## config.mk

```make
export PLATFORM = sky130hd
export DESIGN_NAME = status_led_animation_engine
export DESIGN_NICKNAME = d
export VERILOG_FILES = /design/src/design/slae_pkg.sv /design/src/design/slae_front.sv /design/src/design/slae_queue.sv /design/src/design/slae_back.sv /design/src/design/status_led_animation_engine.sv
export SDC_FILE = /design/constraint.sdc
export NUM_CORES = 1
export LEC_CHECK = 0
export ABC_CLOCK_PERIOD_IN_PS = 9240
export BUFFER_PORTS_ARGS = -buffer_cell sky130_fd_sc_hd__buf_4
export CORE_AREA = 2 2 195 197
export CTS_CLUSTER_SIZE = 16
export DETAILED_ROUTE_END_ITERATION = 10
export DIE_AREA = 0 0 197 199
export PLACE_DENSITY = 0.65
export SLEW_MARGIN = 20
export SYNTH_ARGS = -nofsm -noshare
export SYNTH_HDL_FRONTEND = slang
export SYNTH_HIERARCHICAL = 1
export SYNTH_SLANG_ARGS = --single-unit
```

## constraint.sdc

```tcl
create_clock -name clock -period 9.24 [get_ports clock]
set_input_delay 1.848 -clock clock [delete_from_list [all_inputs] [get_ports clock]]
set_output_delay 1.848 -clock clock [all_outputs]
set_load 0.01 [all_outputs]
```

## src/design/slae_pkg.sv

```systemverilog
// Shared types and constants for the status LED animation engine.
// No dependencies; every other design file imports this package.
package slae_pkg;

   localparam int IDX_W     = 6;
   localparam int CHAN_W    = 8;
   localparam int CFG_W     = 7;
   localparam int CSR_IDX_W = 2;

   // register indexes of the configuration port
   localparam logic [CSR_IDX_W-1:0] CSR_BRIGHTNESS = 2'd0;
   localparam logic [CSR_IDX_W-1:0] CSR_LED_COUNT  = 2'd1;

   localparam logic [CFG_W-1:0] BRIGHT_MAX      = 7'd100;
   localparam logic [CFG_W-1:0] BRIGHT_RESET    = 7'd50;
   localparam logic [CFG_W-1:0] LED_COUNT_RESET = 7'd64;

   localparam logic [CFG_W-1:0] BREATH_STEP = 7'd5;
   localparam logic [CFG_W-1:0] BREATH_TOP  = 7'd100;

   localparam logic [CHAN_W-1:0] RUN_LVL_HEAD = 8'd255;
   localparam logic [CHAN_W-1:0] RUN_LVL_MID  = 8'd127;
   localparam logic [CHAN_W-1:0] RUN_LVL_TAIL = 8'd63;

   // x/100 == (x*5243)>>19 for every x up to 255*100
   localparam logic [12:0] RECIP_100   = 13'd5243;
   localparam int          RECIP_SHIFT = 19;

   localparam int QUEUE_DEPTH = 2;

   // one frame's worth of work for the pixel generator
   typedef struct packed {
      logic              run;
      logic              purple;
      logic [IDX_W-1:0]  pos0;
      logic [IDX_W-1:0]  pos1;
      logic [IDX_W-1:0]  pos2;
      logic [CHAN_W-1:0] lvl0;
      logic [CHAN_W-1:0] lvl1;
      logic [CHAN_W-1:0] lvl2;
      logic [IDX_W-1:0]  last_idx;
   } frame_desc_type;

   typedef struct packed {
      logic empty;
      logic full;
   } queue_status_type;

endpackage

```

## src/design/slae_front.sv

```systemverilog
// Frame front end: accepts a tick, steps the animation state and
// precomputes the scaled levels for the frame. Depends on slae_pkg.
module slae_front #(
   parameter int MAX_LEDS = 64
) (
   input  logic                          clock,
   input  logic                          reset,
   input  logic                          req_push,
   output logic                          req_full,
   input  logic                          usb_link,
   input  logic                          ble_link,
   input  logic [slae_pkg::CFG_W-1:0]    bright,
   input  logic [slae_pkg::CFG_W-1:0]    led_count,
   output slae_pkg::frame_desc_type      desc,
   output logic                          desc_push,
   input  slae_pkg::queue_status_type    q_status
);
   import slae_pkg::*;

   typedef enum logic [1:0] {F_IDLE, F_REDUCE, F_SCALE, F_PUSH} front_state_type;

   front_state_type   state_ff, state_in;
   logic              run_ff, run_in;
   logic              purple_ff, purple_in;
   logic [CFG_W-1:0]  level_ff, level_in;
   logic              rising_ff, rising_in;
   logic [IDX_W-1:0]  runpos_ff, runpos_in;
   logic [IDX_W-1:0]  p_ff, p_in;
   logic [IDX_W-1:0]  pos1_ff, pos1_in;
   logic [IDX_W-1:0]  pos2_ff, pos2_in;
   logic [IDX_W-1:0]  last_ff, last_in;
   logic [1:0]        k_ff, k_in;
   logic [14:0]       prod_ff, prod_in;
   logic [CHAN_W-1:0] v_ff [3];
   logic [CHAN_W-1:0] v_in [3];
   logic [CHAN_W-1:0] s_ff [3];
   logic [CHAN_W-1:0] s_in [3];

   logic [CFG_W-1:0]  n;
   logic [CFG_W:0]    breath_sum;
   logic [CFG_W-1:0]  breath_next;
   logic [CFG_W-1:0]  sum1, sum2, red1, red2;
   logic [27:0]       quot_full;

   // clamp the string length to the supported range
   always_comb begin
      if (led_count == '0) begin
         n = 7'd1;
      end else if (led_count > 7'(MAX_LEDS)) begin
         n = 7'(MAX_LEDS);
      end else begin
         n = led_count;
      end
   end

   // wrap the two positions behind the head of the running light
   always_comb begin
      sum1 = {1'b0, p_ff} + 7'd1;
      red1 = (sum1 >= n) ? (sum1 - n) : sum1;
      sum2 = {1'b0, red1[IDX_W-1:0]} + 7'd1;
      red2 = (sum2 >= n) ? (sum2 - n) : sum2;
   end

   assign breath_sum = {1'b0, level_ff} + {1'b0, BREATH_STEP};
   assign quot_full  = prod_ff * RECIP_100;

   // next-state logic of the front sequencer
   always_comb begin
      state_in    = state_ff;
      run_in      = run_ff;
      purple_in   = purple_ff;
      level_in    = level_ff;
      rising_in   = rising_ff;
      runpos_in   = runpos_ff;
      p_in        = p_ff;
      pos1_in     = pos1_ff;
      pos2_in     = pos2_ff;
      last_in     = last_ff;
      k_in        = k_ff;
      prod_in     = prod_ff;
      v_in        = v_ff;
      s_in        = s_ff;
      breath_next = '0;
      case (state_ff)
         F_IDLE: begin
            if (req_push) begin
               run_in    = usb_link | ble_link;
               purple_in = ble_link;
               last_in   = 6'(n - 7'd1);
               k_in      = '0;
               if (usb_link | ble_link) begin
                  p_in     = runpos_ff;
                  v_in[0]  = RUN_LVL_HEAD;
                  v_in[1]  = RUN_LVL_MID;
                  v_in[2]  = RUN_LVL_TAIL;
                  state_in = F_REDUCE;
               end else begin
                  // step the breathing level and turn at the ends
                  if (rising_ff) begin
                     breath_next = breath_sum[CFG_W-1:0];
                     if (breath_sum >= {1'b0, BREATH_TOP}) begin
                        rising_in = 1'b0;
                     end
                  end else begin
                     breath_next = (level_ff <= BREATH_STEP) ? '0 : (level_ff - BREATH_STEP);
                     if (breath_next == '0) begin
                        rising_in = 1'b1;
                     end
                  end
                  level_in = breath_next;
                  v_in[0]  = {1'b0, breath_next};
                  v_in[1]  = {1'b0, breath_next};
                  v_in[2]  = {1'b0, breath_next};
                  state_in = F_SCALE;
               end
            end
         end
         F_REDUCE: begin
            // bring a stale position below the count, one subtract a cycle
            if ({1'b0, p_ff} >= n) begin
               p_in = 6'({1'b0, p_ff} - n);
            end else begin
               pos1_in   = red1[IDX_W-1:0];
               pos2_in   = red2[IDX_W-1:0];
               runpos_in = red1[IDX_W-1:0];
               state_in  = F_SCALE;
            end
         end
         F_SCALE: begin
            // multiply by brightness, then divide by 100 through the reciprocal
            if (k_ff != 2'd3) begin
               prod_in = v_ff[k_ff] * bright;
            end
            if (k_ff != 2'd0) begin
               s_in[k_ff - 2'd1] = quot_full[RECIP_SHIFT +: CHAN_W];
            end
            k_in = k_ff + 2'd1;
            if (k_ff == 2'd3) begin
               state_in = F_PUSH;
            end
         end
         F_PUSH: begin
            if (!q_status.full) begin
               state_in = F_IDLE;
            end
         end
         default: begin
            state_in = F_IDLE;
         end
      endcase
   end

   // hold state and working registers
   always_ff @(posedge clock) begin
      if (reset) begin
         state_ff  <= F_IDLE;
         level_ff  <= '0;
         rising_ff <= 1'b1;
         runpos_ff <= '0;
      end else begin
         state_ff  <= state_in;
         level_ff  <= level_in;
         rising_ff <= rising_in;
         runpos_ff <= runpos_in;
      end
      run_ff    <= run_in;
      purple_ff <= purple_in;
      p_ff      <= p_in;
      pos1_ff   <= pos1_in;
      pos2_ff   <= pos2_in;
      last_ff   <= last_in;
      k_ff      <= k_in;
      prod_ff   <= prod_in;
      v_ff      <= v_in;
      s_ff      <= s_in;
   end

   assign req_full  = (state_ff != F_IDLE);
   assign desc_push = (state_ff == F_PUSH) && !q_status.full;

   assign desc.run      = run_ff;
   assign desc.purple   = purple_ff;
   assign desc.pos0     = p_ff;
   assign desc.pos1     = pos1_ff;
   assign desc.pos2     = pos2_ff;
   assign desc.lvl0     = s_ff[0];
   assign desc.lvl1     = s_ff[1];
   assign desc.lvl2     = s_ff[2];
   assign desc.last_idx = last_ff;

endmodule

```

## src/design/slae_queue.sv

```systemverilog
// Short frame queue between the front end and the pixel generator.
// Depends on slae_pkg for the frame type and the queue depth.
module slae_queue (
   input  logic                       clock,
   input  logic                       reset,
   input  logic                       push,
   input  slae_pkg::frame_desc_type   wdata,
   input  logic                       pop,
   output slae_pkg::frame_desc_type   rdata,
   output slae_pkg::queue_status_type status
);
   import slae_pkg::*;

   localparam int PTR_W = (QUEUE_DEPTH > 1) ? $clog2(QUEUE_DEPTH) : 1;
   localparam int CNT_W = $clog2(QUEUE_DEPTH + 1);

   frame_desc_type   slot_ff [QUEUE_DEPTH];
   logic [PTR_W-1:0] wr_ptr_ff, wr_ptr_in;
   logic [PTR_W-1:0] rd_ptr_ff, rd_ptr_in;
   logic [CNT_W-1:0] count_ff, count_in;

   function automatic logic [PTR_W-1:0] ptr_next(input logic [PTR_W-1:0] ptr);
      return (ptr == PTR_W'(QUEUE_DEPTH - 1)) ? '0 : (ptr + 1'b1);
   endfunction

   // advance pointers and occupancy
   always_comb begin
      wr_ptr_in = push ? ptr_next(wr_ptr_ff) : wr_ptr_ff;
      rd_ptr_in = pop  ? ptr_next(rd_ptr_ff) : rd_ptr_ff;
      count_in  = count_ff;
      if (push && !pop) begin
         count_in = count_ff + 1'b1;
      end else if (pop && !push) begin
         count_in = count_ff - 1'b1;
      end
   end

   always_ff @(posedge clock) begin
      if (reset) begin
         wr_ptr_ff <= '0;
         rd_ptr_ff <= '0;
         count_ff  <= '0;
      end else begin
         wr_ptr_ff <= wr_ptr_in;
         rd_ptr_ff <= rd_ptr_in;
         count_ff  <= count_in;
      end
      if (push) begin
         slot_ff[wr_ptr_ff] <= wdata;
      end
   end

   assign rdata        = slot_ff[rd_ptr_ff];
   assign status.empty = (count_ff == '0);
   assign status.full  = (count_ff == CNT_W'(QUEUE_DEPTH));

endmodule

```

## src/design/slae_back.sv

```systemverilog
// Pixel generator: walks the LEDs of the head frame into the output
// register, one per cycle if rsp_pop keeps up. Depends on slae_pkg.
module slae_back (
   input  logic                            clock,
   input  logic                            reset,
   input  slae_pkg::frame_desc_type        head,
   input  logic                            q_empty,
   output logic                            desc_pop,
   input  logic                            rsp_pop,
   output logic                            rsp_empty,
   output logic [slae_pkg::IDX_W-1:0]      rsp_led_index,
   output logic [slae_pkg::CHAN_W-1:0]     rsp_red,
   output logic [slae_pkg::CHAN_W-1:0]     rsp_green,
   output logic [slae_pkg::CHAN_W-1:0]     rsp_blue,
   output logic                            rsp_frame_last
);
   import slae_pkg::*;

   logic [IDX_W-1:0]  idx_ff, idx_in;
   logic              out_valid_ff, out_valid_in;
   logic [IDX_W-1:0]  out_idx_ff;
   logic [CHAN_W-1:0] out_red_ff, out_blue_ff;
   logic              out_last_ff;
   logic              load, is_last;
   logic [CHAN_W-1:0] lvl, red_val, blue_val;

   assign load    = !q_empty && (!out_valid_ff || rsp_pop);
   assign is_last = (idx_ff == head.last_idx);

   // pick this LED's level; later positions win on short strings
   always_comb begin
      if (!head.run) begin
         lvl = '0;
         red_val  = '0;
         blue_val = head.lvl0;
      end else begin
         if (idx_ff == head.pos2) begin
            lvl = head.lvl2;
         end else if (idx_ff == head.pos1) begin
            lvl = head.lvl1;
         end else if (idx_ff == head.pos0) begin
            lvl = head.lvl0;
         end else begin
            lvl = '0;
         end
         red_val  = head.purple ? lvl : '0;
         blue_val = lvl;
      end
   end

   // advance the LED index and the output register
   always_comb begin
      idx_in       = idx_ff;
      out_valid_in = out_valid_ff;
      if (load) begin
         idx_in       = is_last ? '0 : (idx_ff + 1'b1);
         out_valid_in = 1'b1;
      end else if (rsp_pop) begin
         out_valid_in = 1'b0;
      end
   end

   always_ff @(posedge clock) begin
      if (reset) begin
         idx_ff       <= '0;
         out_valid_ff <= 1'b0;
      end else begin
         idx_ff       <= idx_in;
         out_valid_ff <= out_valid_in;
      end
      if (load) begin
         out_idx_ff  <= idx_ff;
         out_red_ff  <= red_val;
         out_blue_ff <= blue_val;
         out_last_ff <= is_last;
      end
   end

   assign desc_pop       = load && is_last;
   assign rsp_empty      = !out_valid_ff;
   assign rsp_led_index  = out_idx_ff;
   assign rsp_red        = out_red_ff;
   assign rsp_green      = '0;
   assign rsp_blue       = out_blue_ff;
   assign rsp_frame_last = out_last_ff;

   a_reset_empty: assert property (@(posedge clock) reset |=> !out_valid_ff)
      else $error("output register valid after reset");

   a_index_step: assert property (@(posedge clock) disable iff (reset)
      (load && !is_last) |=> (idx_ff == $past(idx_ff) + 1'b1))
      else $error("LED index skipped within a frame");

   a_index_wrap: assert property (@(posedge clock) disable iff (reset)
      (load && is_last) |=> (idx_ff == '0))
      else $error("LED index not restarted after last LED");

   a_hold_result: assert property (@(posedge clock) disable iff (reset)
      (out_valid_ff && !rsp_pop) |=> (out_valid_ff && $stable(out_idx_ff)))
      else $error("waiting result dropped or changed");

endmodule

```

## src/design/status_led_animation_engine.sv

```systemverilog
// Top level of the status LED animation engine: configuration registers,
// front end, frame queue and pixel generator. Depends on slae_pkg.
//
//   channel   direction  handshake            payload
//   req_      in         req_push / req_full  usb_link, ble_link
//   rsp_      out        rsp_empty / rsp_pop  led_index, red, green, blue, frame_last
//   csr_      in         csr_write            csr_index, csr_wdata
//
// Front end: an accept state, on running-light frames a position-reduce
// state (it subtracts only when the LED count was lowered below the run
// position), a scaling state through one multiplier pair and a push into
// the frame queue; a new tick is taken only once the frame is pushed.
// Pixel generator: one result per cycle while the frame queue is not
// empty and rsp_pop takes each result.
// Reset is synchronous and clears control state; no clearing pass.
// A stalled rsp_pop holds the generator; the front end stalls only when
// the frame queue is full.
module status_led_animation_engine #(
   parameter int MAX_LEDS = 64
) (
   input  logic                               clock,
   input  logic                               reset,
   input  logic                               req_push,
   output logic                               req_full,
   input  logic                               req_usb_link,
   input  logic                               req_ble_link,
   output logic                               rsp_empty,
   input  logic                               rsp_pop,
   output logic [slae_pkg::IDX_W-1:0]         rsp_led_index,
   output logic [slae_pkg::CHAN_W-1:0]        rsp_red,
   output logic [slae_pkg::CHAN_W-1:0]        rsp_green,
   output logic [slae_pkg::CHAN_W-1:0]        rsp_blue,
   output logic                               rsp_frame_last,
   input  logic                               csr_write,
   input  logic [slae_pkg::CSR_IDX_W-1:0]     csr_index,
   input  logic [slae_pkg::CFG_W-1:0]         csr_wdata
);
   import slae_pkg::*;

   logic [CFG_W-1:0] bright_ff, bright_in;
   logic [CFG_W-1:0] count_ff, count_in;
   logic [CFG_W-1:0] bright_clamped;

   frame_desc_type   front_desc, head_desc;
   logic             desc_push, desc_pop;
   queue_status_type q_status;

   // take configuration writes; unknown indexes drop
   always_comb begin
      bright_in = bright_ff;
      count_in  = count_ff;
      if (csr_write) begin
         case (csr_index)
            CSR_BRIGHTNESS: bright_in = csr_wdata;
            CSR_LED_COUNT:  count_in  = csr_wdata;
            default: begin
               bright_in = bright_ff;
            end
         endcase
      end
   end

   always_ff @(posedge clock) begin
      if (reset) begin
         bright_ff <= BRIGHT_RESET;
         count_ff  <= LED_COUNT_RESET;
      end else begin
         bright_ff <= bright_in;
         count_ff  <= count_in;
      end
   end

   // cap brightness so scaled channels stay within 8 bits
   assign bright_clamped = (bright_ff > BRIGHT_MAX) ? BRIGHT_MAX : bright_ff;

   slae_front #(
      .MAX_LEDS (MAX_LEDS)
   ) u_front (
      .clock         (clock),
      .reset         (reset),
      .req_push      (req_push),
      .req_full      (req_full),
      .usb_link      (req_usb_link),
      .ble_link      (req_ble_link),
      .bright        (bright_clamped),
      .led_count     (count_ff),
      .desc          (front_desc),
      .desc_push     (desc_push),
      .q_status      (q_status)
   );

   slae_queue u_queue (
      .clock  (clock),
      .reset  (reset),
      .push   (desc_push),
      .wdata  (front_desc),
      .pop    (desc_pop),
      .rdata  (head_desc),
      .status (q_status)
   );

   slae_back u_back (
      .clock          (clock),
      .reset          (reset),
      .head           (head_desc),
      .q_empty        (q_status.empty),
      .desc_pop       (desc_pop),
      .rsp_pop        (rsp_pop),
      .rsp_empty      (rsp_empty),
      .rsp_led_index  (rsp_led_index),
      .rsp_red        (rsp_red),
      .rsp_green      (rsp_green),
      .rsp_blue       (rsp_blue),
      .rsp_frame_last (rsp_frame_last)
   );

endmodule
```

# Word level (Yosys, flattened, before mapping)
# Memory sizes are Yosys's and may differ from the RTL's. A register that Yosys moved wholly into a read port is not among the register bits.
# Index checks and enable logic that the tools add are counted.
[totals]
reg_bits = 148
mem_bits_rw = 100
input_bits = 16
wordCells = 159
mem_count = 1
[mem_list]
columns = ["name", "words", "word_bits", "read_ports", "rd_ports_with_merged_regs", "write_ports", "line", "rtl"]
rows = [
  ["u_queue.slot_ff", 2, 50, 1, 1, 1, "slae_queue.sv:17", "frame_desc_type slot_ff [QUEUE_DEPTH];"],
]
[op_classes]
addsub = 15
multipliers = 2
order_cmp = 10
eq_ne = 17
muxes = 44
bitwise_logic = 5
n_reduce_logical = 34
[ops]
columns = ["op", "n"]
rows = [
  ["$mux W8", 7],
  ["$mux W6", 6],
  ["$mux W7", 5],
  ["$mul A15 B13 Y27 const B", 1],
  ["$bwmux W24", 1],
  ["$eq A6 B6 Y1", 4],
  ["$mux W24", 1],
  ["$sub A6 B6 Y6", 3],
  ["$bmux W8 S2", 1],
  ["$demux W8 S2", 1],
  ["$mux W2", 8],
  ["$reduce_and A2 Y1", 8],
  ["$mul A8 B7 Y15", 1],
  ["$add A6 B1 Y7 const B", 2],
  ["$ge A7 B7 Y1", 2],
  ["$gt A7 B7 Y1 const B", 2],
  ["$logic_not A7 Y1", 2],
  ["$pmux W6 S2", 1],
  ["$reduce_bool A2 Y1", 6],
  ["$mux W1", 11],
  ["$add A7 B3 Y8 const B", 1],
  ["$eq A2 B2 Y1 const B", 4],
  ["$ge A8 B7 Y1 const B", 1],
  ["$ne A2 B2 Y1 const B", 4],
  ["other kinds (23)", 44],
]

# Logic depth before layout (Yosys ltp)
# Gate-level depths: netlist of run 1.
[depth]
word_depth = 8
depth_mapped = 26
mapped_depth_nobuf = 24

# By module
# Netlist of run 1, hierarchy kept.
[by_module_without_submodules]
columns = ["module", "n_inst", "cells_per_inst", "area_each_um2"]
rows = [
  ["slae_front", 1, 1024, 10202.3],
  ["slae_queue", 1, 178, 3803.6],
  ["slae_back", 1, 175, 1770.4],
  ["status_led_animation_engine", 1, 70, 669.4],
]

# Least setup slack after synthesis of run 1
# No wires, ideal clock.
[synth_timing]
path_kind = "register to register"
start = "reg u_front.k_ff[1]"
end = "reg u_front.prod_ff[14] (data pin)"
t_arrival_ps = 4551
t_required_ps = 8974
path_slack_ps = 4423
path_stages_with_launch = 18
path_cell_list = "edfxtp_1 -> nand2_1 -> clkbuf_1 -> nand3_1 -> fa_1 -> fa_1 -> inv_1 -> fa_1 -> inv_1 -> fa_1 -> inv_1 -> ha_1 -> nor2b_1 -> o21a_1 -> a21oi_1 -> o21ai_0 -> o41ai_1 -> xnor2_1"
[synth_via]
elab_chain_cells = 5
[synth_lines]
columns = ["item", "line", "rtl"]
rows = [
  ["start, declared", "slae_front.sv:32", "logic [1:0] k_ff, k_in;"],
  ["start signal, assigned", "slae_front.sv:172", "k_ff <= k_in;"],
  ["$not A2 Y3 (not written as such)", "slae_front.sv:132", "prod_in = v_ff[k_ff] * bright;"],
  ["$bmux W8 S2", "slae_front.sv:132", ""],
  ["$mux W8 (not written as such) (2 in series)", "slae_front.sv:132", ""],
  ["$mul A8 B7 Y15", "slae_front.sv:132", ""],
  ["end signal, assigned", "slae_front.sv:173", "prod_ff <= prod_in;"],
  ["end, declared", "slae_front.sv:33", "logic [14:0] prod_ff, prod_in;"],
]
# No other way between the ends. The select of a mux whose other input is x is not followed.
# A chain may end at the register's enable or synchronous reset.

# Worst setup path after layout of run 1
# Same ends and word-level chain as after synthesis.

==> flow_summary.json, run 1 <==
{
  "post_cts_resized": 0,
  "cts_tree": "built",
  "rsz0062_at_grt": "false",
  "core_sq_um": 37100,
  "finalSetupTns_ns": 0,
  "drt_iter0_markers": 497,
  "ant_nets": 0,
  "placed_area_sq_um": 17100,
  "ios": 49,
  "setup_violations": 0,
  "ys_seq_elements": 240,
  "drc": 0,
  "worstPathCellList": "nand2_1, and3_1, fa_1, inv_1, fa_1, inv_1, fa_1, inv_1, fa_1, inv_1, ha_1, nor2b_1, o21a_1, a21oi_1, o21ai_0, o41ai_1, xnor2_1",
  "antenna_found_initial": 0,
  "maxSlewViolCount": 0,
  "synth_top_area_share_pct": 36.2,
  "routed_via_density": 5.16,
  "grt_pass1_wl_um": 52300,
  "grt_util_met2_pct": 27.3,
  "grt_pass1_vias": 10400,
  "crit_fanout": 34,
  "muxShareOfSynthArea_pct": 5.58,
  "synth-xor-area-share_pct": 4.15,
  "start_util_pct": 44.3,
  "dp_hpwl_um": 23500,
  "grt_use_total_pct": 16.5,
  "clock-sinks": 240,
  "ys.flop_type": "edfxtp_1",
  "fin_ws_ns": 3.70,
  "drv_cap": 0,
  "final_net_count": 1764,
  "outcome": "finished, final reports clean",
  "cts_root_buffer": "clkbuf_16",
  "syn_area_sq_um": 16400,
  "synth-compound-area-share_pct": 6.99,
  "crit_arrival_ns": 5.83,
  "area_delta_synth_final_pct": 9.62,
  "dieArea_sq_um": 39200,
  "firstDrtPassIters": 5,
  "ys_warn_count": 6,
  "die_y_um": 199,
  "wl_per_cell_um": 15.9,
  "fillers": 3298,
  "ctsLongestPathBuffers": 3,
  "numCtsBuffers": 27,
  "max_freq_mhz": 180,
  "max_stage_delay_ns": 0.56,
  "wirelength_um": 31300,
  "ff_latch_area_sq_um": 6790,
  "overflow": 0,
  "crit_slowest_cell": "nand2_1",
  "fin_skew_ns": 0.00889,
  "place_ws_ns": 3.50,
  "min_period_ns": 5.54,
  "finalHoldViolations": 0,
  "tightest_slew_ns": 1.00,
  "netlist-cell-type-count": 70,
  "final_area_sq_um": 18000,
  "use_met3_pct": 1.87,
  "postCtsHoldBufs": 0,
  "grt_util_met1_pct": 23.0,
  "syn_avg_cell_area_sq_um": 11.4,
  "cp-start-kind": "register",
  "crit_type": "reg2reg",
  "htree_levels": 1,
  "synth_fa_ha_area_share_pct": 25.0,
  "async_flop_share_pct": 0,
  "hold_path.class": "reg2reg",
  "cp.required_ns": 9.53,
  "clk_latency_ns": 0.55,
  "antenna_cells": 0,
  "drive_above_1_share_pct": 10.8,
  "final.period_utilization_pct": 60.0,
  "top_usage_layer": "met2",
  "syn_inst": 1447,
  "io_buffers": 40,
  "ys_top_cells_by_area": "edfxtp_1 (36%), ha_1 (13%), fa_1 (12%), dfxtp_1 (5.1%), inv_1 (4.9%)",
  "synth_top_cell_by_area": "edfxtp_1",
  "multi_input_area_sq_um": 8600,
  "post_cts.repair.setup_buffers": 0,
  "grt_max_degree": 51,
  "path_clk_slew_ns": 0.06,
  "die_w_um": 197,
  "synth_top_family_by_area": "adder cells",
  "synth_edf_count": 198,
  "place_congestion": 0.892,
  "ys_seq_area_share_pct": 41.3,
  "crit_path_end_kind": "register",
  "slew_headroom_pct": 33.1,
  "synthSimpleGateAreaFrac_pct": 10.3,
  "rows": 71,
  "num_vias": 10200
}
## final timing paths
kind,cells after the start,slack (ns),end,start
max,17,3.70,u_front/prod_ff[14],u_front/k_ff[1]
min,0,0.44,u_queue/slot_ff[0][29],u_front/desc[29]
max reg2reg,17,3.70,u_front/prod_ff[14],u_front/k_ff[1]
min reg2reg,0,0.44,u_queue/slot_ff[0][29],u_front/desc[29]
## kinds of logic (layout without fill, tap and decap cells)
group                      Yosys count  after routing
AOI/OAI and AO/OA                  172            172
other                                1              8
buffers and inverters              266            312
and+or+nand+nor                    337            337
muxes                               84             84
DFF                                240            240
xor gates and xnor gates            78             78
adders and majority gates          269            269
## layer usage
metal  vias up  share of wire (%)
met5         -                  0
met4         0                2.1
met3        50                3.4
met2       181                 46
met1      4952                 49
li1       5012                  -
## state kept, by name, summed over array words and instances (netlist names), 7 cells and up, named ones only
register / cells
u_back/rsp_blue: 8
u_front/v_ff: 8
count_ff: 7
u_queue/slot_ff: 100
u_front/prod_ff: 15
bright_ff: 7
u_back/rsp_red: 8
u_front/level_ff: 7
u_front/desc: 24
## cells in the final DEF (no fill, tap or decap), drive strengths merged, types with 30 or more instances in the layout
| cell type | instances |
|---|---|
| nand3 | 37 |
| a21oi | 41 |
| fa | 100 |
| ha | 169 |
| nand2 | 79 |
| inv | 217 |
| o21ai | 36 |
| clkbuf | 31 |
| xnor2 | 48 |
| xor2 | 30 |
| buf | 46 |
| edfxtp | 198 |
| mux2 | 59 |
| dfxtp | 42 |
| nor2 | 82 |
## synthesized netlist by cell type, types with 11 or more instances
cell type	number
a21o_1	15
a21oi_1	41
a31oi_1	13
and2_1	23
and3_1	28
buf_2	14
buf_4	13
clkbuf_1	17
dfxtp_1	42
edfxtp_1	198
fa_1	100
ha_1	169
inv_1	214
mux2_2	54
mux2i_1	25
nand2_1	79
nand2b_1	24
nand3_1	37
nor2_1	82
nor2b_1	23
nor3_1	14
o21a_1	11
o21ai_0	33
xnor2_1	48
xor2_1	30
## metrics by stage
| step | utilization [%] | hold slack, ns | cells |
|---|---|---|---|
| after floorplan | - | 0.403 | 1454 |
| after global placement | 46.1 | 0.422 | 1924 |
| after detailed placement | 46.1 | 0.431 | 1924 |
| after CTS | 48.5 | 0.445 | 1974 |
| after global routing | 48.6 | 0.461 | 1974 |
| final | 48.6 | 0.444 | 1974 |
## layout make-up
class	count	area share [%]
flip-flops and latches	240	37.7
well taps	474	3.29
repair buffers	46	1.92
inverters	216	4.50
clock buffers	31	3.83
clock inverters	19	1.09
multi-input cells	948	47.7
## worst max-delay path, delay by kind of cell (launching register included)
| kind | cells | cell delay (ns) |
|---|---|---|
| XOR/XNOR | 1 | 0.10 |
| AND/OR/NAND/NOR | 3 | 1.16 |
| flip-flops | 1 | 0.49 |
| adder cells (fa/ha/maj) | 5 | 2.39 |
| buffers and inverters | 4 | 0.21 |
| AO/OA/AOI/OAI | 4 | 0.91 |
Power of run 1 is left out: the tool's default activity adds up to more than one toggle a clock period on the data nets, which glitch-free logic cannot reach.
==> run 2: changes to the inputs <==
--- a/config.mk
+++ b/config.mk
@@ -5,7 +5,7 @@
 export SDC_FILE = /design/constraint.sdc
 export NUM_CORES = 1
 export LEC_CHECK = 0
-export ABC_CLOCK_PERIOD_IN_PS = 9240
+export ABC_CLOCK_PERIOD_IN_PS = 5750
 export BUFFER_PORTS_ARGS = -buffer_cell sky130_fd_sc_hd__buf_4
 export CORE_AREA = 2 2 195 197
 export CTS_CLUSTER_SIZE = 16
==> constraint.sdc (replaced) <==
create_clock -name clock -period 5.75 [get_ports clock]
set_input_delay 1.15 -clock clock [delete_from_list [all_inputs] [get_ports clock]]
set_output_delay 1.15 -clock clock [all_outputs]
set_load 0.01 [all_outputs]
==> flow_summary.json, run 2 (synthesized netlist as in run 1, its figures left out) <==
{
  "postCtsHoldBufs": 0,
  "htree_levels": 1,
  "die_w_um": 197,
  "worstPathCellList": "ha_1, inv_1, fa_1, fa_1, inv_1, ha_1, inv_1, fa_1, inv_1, ha_1, a211oi_1, o21ai_0, a221oi_1, a21oi_1, a21oi_1, o21ai_0, o31ai_1, xnor2_1",
  "drv_cap": 0,
  "cp_num_cells": 18,
  "final.period_utilization_pct": 91.8,
  "drive_above_1_share_pct": 11.5,
  "hold_path.class": "reg2reg",
  "num_vias": 10200,
  "start_util_pct": 44.3,
  "grt_pass1_vias": 10400,
  "hold_depth": 0,
  "max_freq_mhz": 189,
  "mostFrequentLayoutCells": "inv_1 (214), edfxtp_1 (198), ha_1 (169), fa_1 (100), nor2_1 (82)",
  "core_sq_um": 37100,
  "drt_iter0_markers": 581,
  "grt_max_degree": 51,
  "firstDrtPassIters": 5,
  "ff_latch_area_sq_um": 6790,
  "crit_arrival_ns": 5.56,
  "cts_tree": "built",
  "tightest_slew_ns": 0.906,
  "crit_type": "reg2reg",
  "crit_fanout": 6,
  "overflow": 0,
  "ios": 49,
  "dieArea_sq_um": 39200,
  "path_clk_slew_ns": 0.06,
  "routed_via_density": 5.14,
  "antenna_cells": 0,
  "largest_reg_flops": 100,
  "fillers": 3312,
  "rows": 71,
  "place_ws_ns": 0.366,
  "wirelength_um": 30800,
  "clock-sinks": 240,
  "finalSetupTns_ns": 0,
  "post_cts_resized": 0,
  "critPathTopFamily": "adder cells",
  "crit_path_end_kind": "register",
  "place_inst": 1935,
  "layout_commonest_cell": "inv_1",
  "place_congestion": 0.926,
  "path_buf_inv": 4,
  "finalHoldViolations": 0,
  "ctsLongestPathBuffers": 3,
  "area_delta_synth_final_pct": 10.4,
  "crit_top_cell": "inv_1",
  "rr_worst_depth": 18,
  "die_y_um": 199,
  "cts_root_buffer": "clkbuf_16",
  "io_buffers": 40,
  "drc": 0,
  "rsz0062_at_grt": "false",
  "ant_nets": 0,
  "antenna_found_initial": 0,
  "fin_ws_ns": 0.469,
  "wl_per_cell_um": 15.5,
  "top_register": "u_queue/slot_ff",
  "min_period_ns": 5.28,
  "crit_slowest_cell": "edfxtp_1",
  "cp.required_ns": 6.03,
  "slew_headroom_pct": 39.4,
  "max_stage_delay_ns": 0.53,
  "maxSlewViolCount": 0,
  "clk_latency_ns": 0.55,
  "stdcell_count": 1984,
  "outcome": "finished, final reports clean",
  "multi_input_area_sq_um": 8600,
  "grt_use_total_pct": 16.1,
  "final_net_count": 1775,
  "cp-start-kind": "register",
  "numCtsBuffers": 27,
  "fin_skew_ns": 0.0160,
  "setup_violations": 0,
  "post_cts.repair.setup_buffers": 0,
  "dp_hpwl_um": 23800,
  "grt_pass1_wl_um": 51300
}
[run 2: final timing paths]
path / from / endpoint / slack [ns]
worst max-delay path: u_front/prod_ff[6] / u_front/desc[13] / 0.47
worst min-delay path: u_front/desc[18] / u_queue/slot_ff[1][18] / 0.44
worst max register to register: u_front/prod_ff[6] / u_front/desc[13] / 0.47
worst min register to register: u_front/desc[18] / u_queue/slot_ff[1][18] / 0.44
[run 2: metal layers]
layer / GRT usage (%) / up-vias / wire length (um) / share of wire [%]
met5: 0 / - / 0 / 0
met4: 4.32 / 0 / 702 / 2.3
met3: 2.05 / 47 / 1060 / 3.5
met2: 27.1 / 196 / 14400 / 47
met1: 22.0 / 4922 / 14700 / 48
li1: - / 5023 / - / -
[run 2: final cells by class]
class                   instances  area share, %
multi-input cells             948           47.4
flip-flops and latches        240           37.4
inverters                     216           4.47
clock buffers                  32           3.94
well taps                     474           3.27
repair buffers                 57           2.36
clock inverters                17           1.21
[run 2: stage by stage]
stage | util, % | cell area (sq um) | hold slack [ns]
final | 48.9 | 18200 | 0.440
after global routing | 48.9 | 18200 | 0.451
after CTS | 48.9 | 18200 | 0.441
after detailed placement | 46.4 | 17200 | 0.430
after global placement | 46.4 | 17200 | 0.424
after floorplan | - | 16500 | 0.403
Power of run 2 is left out for the same reason.
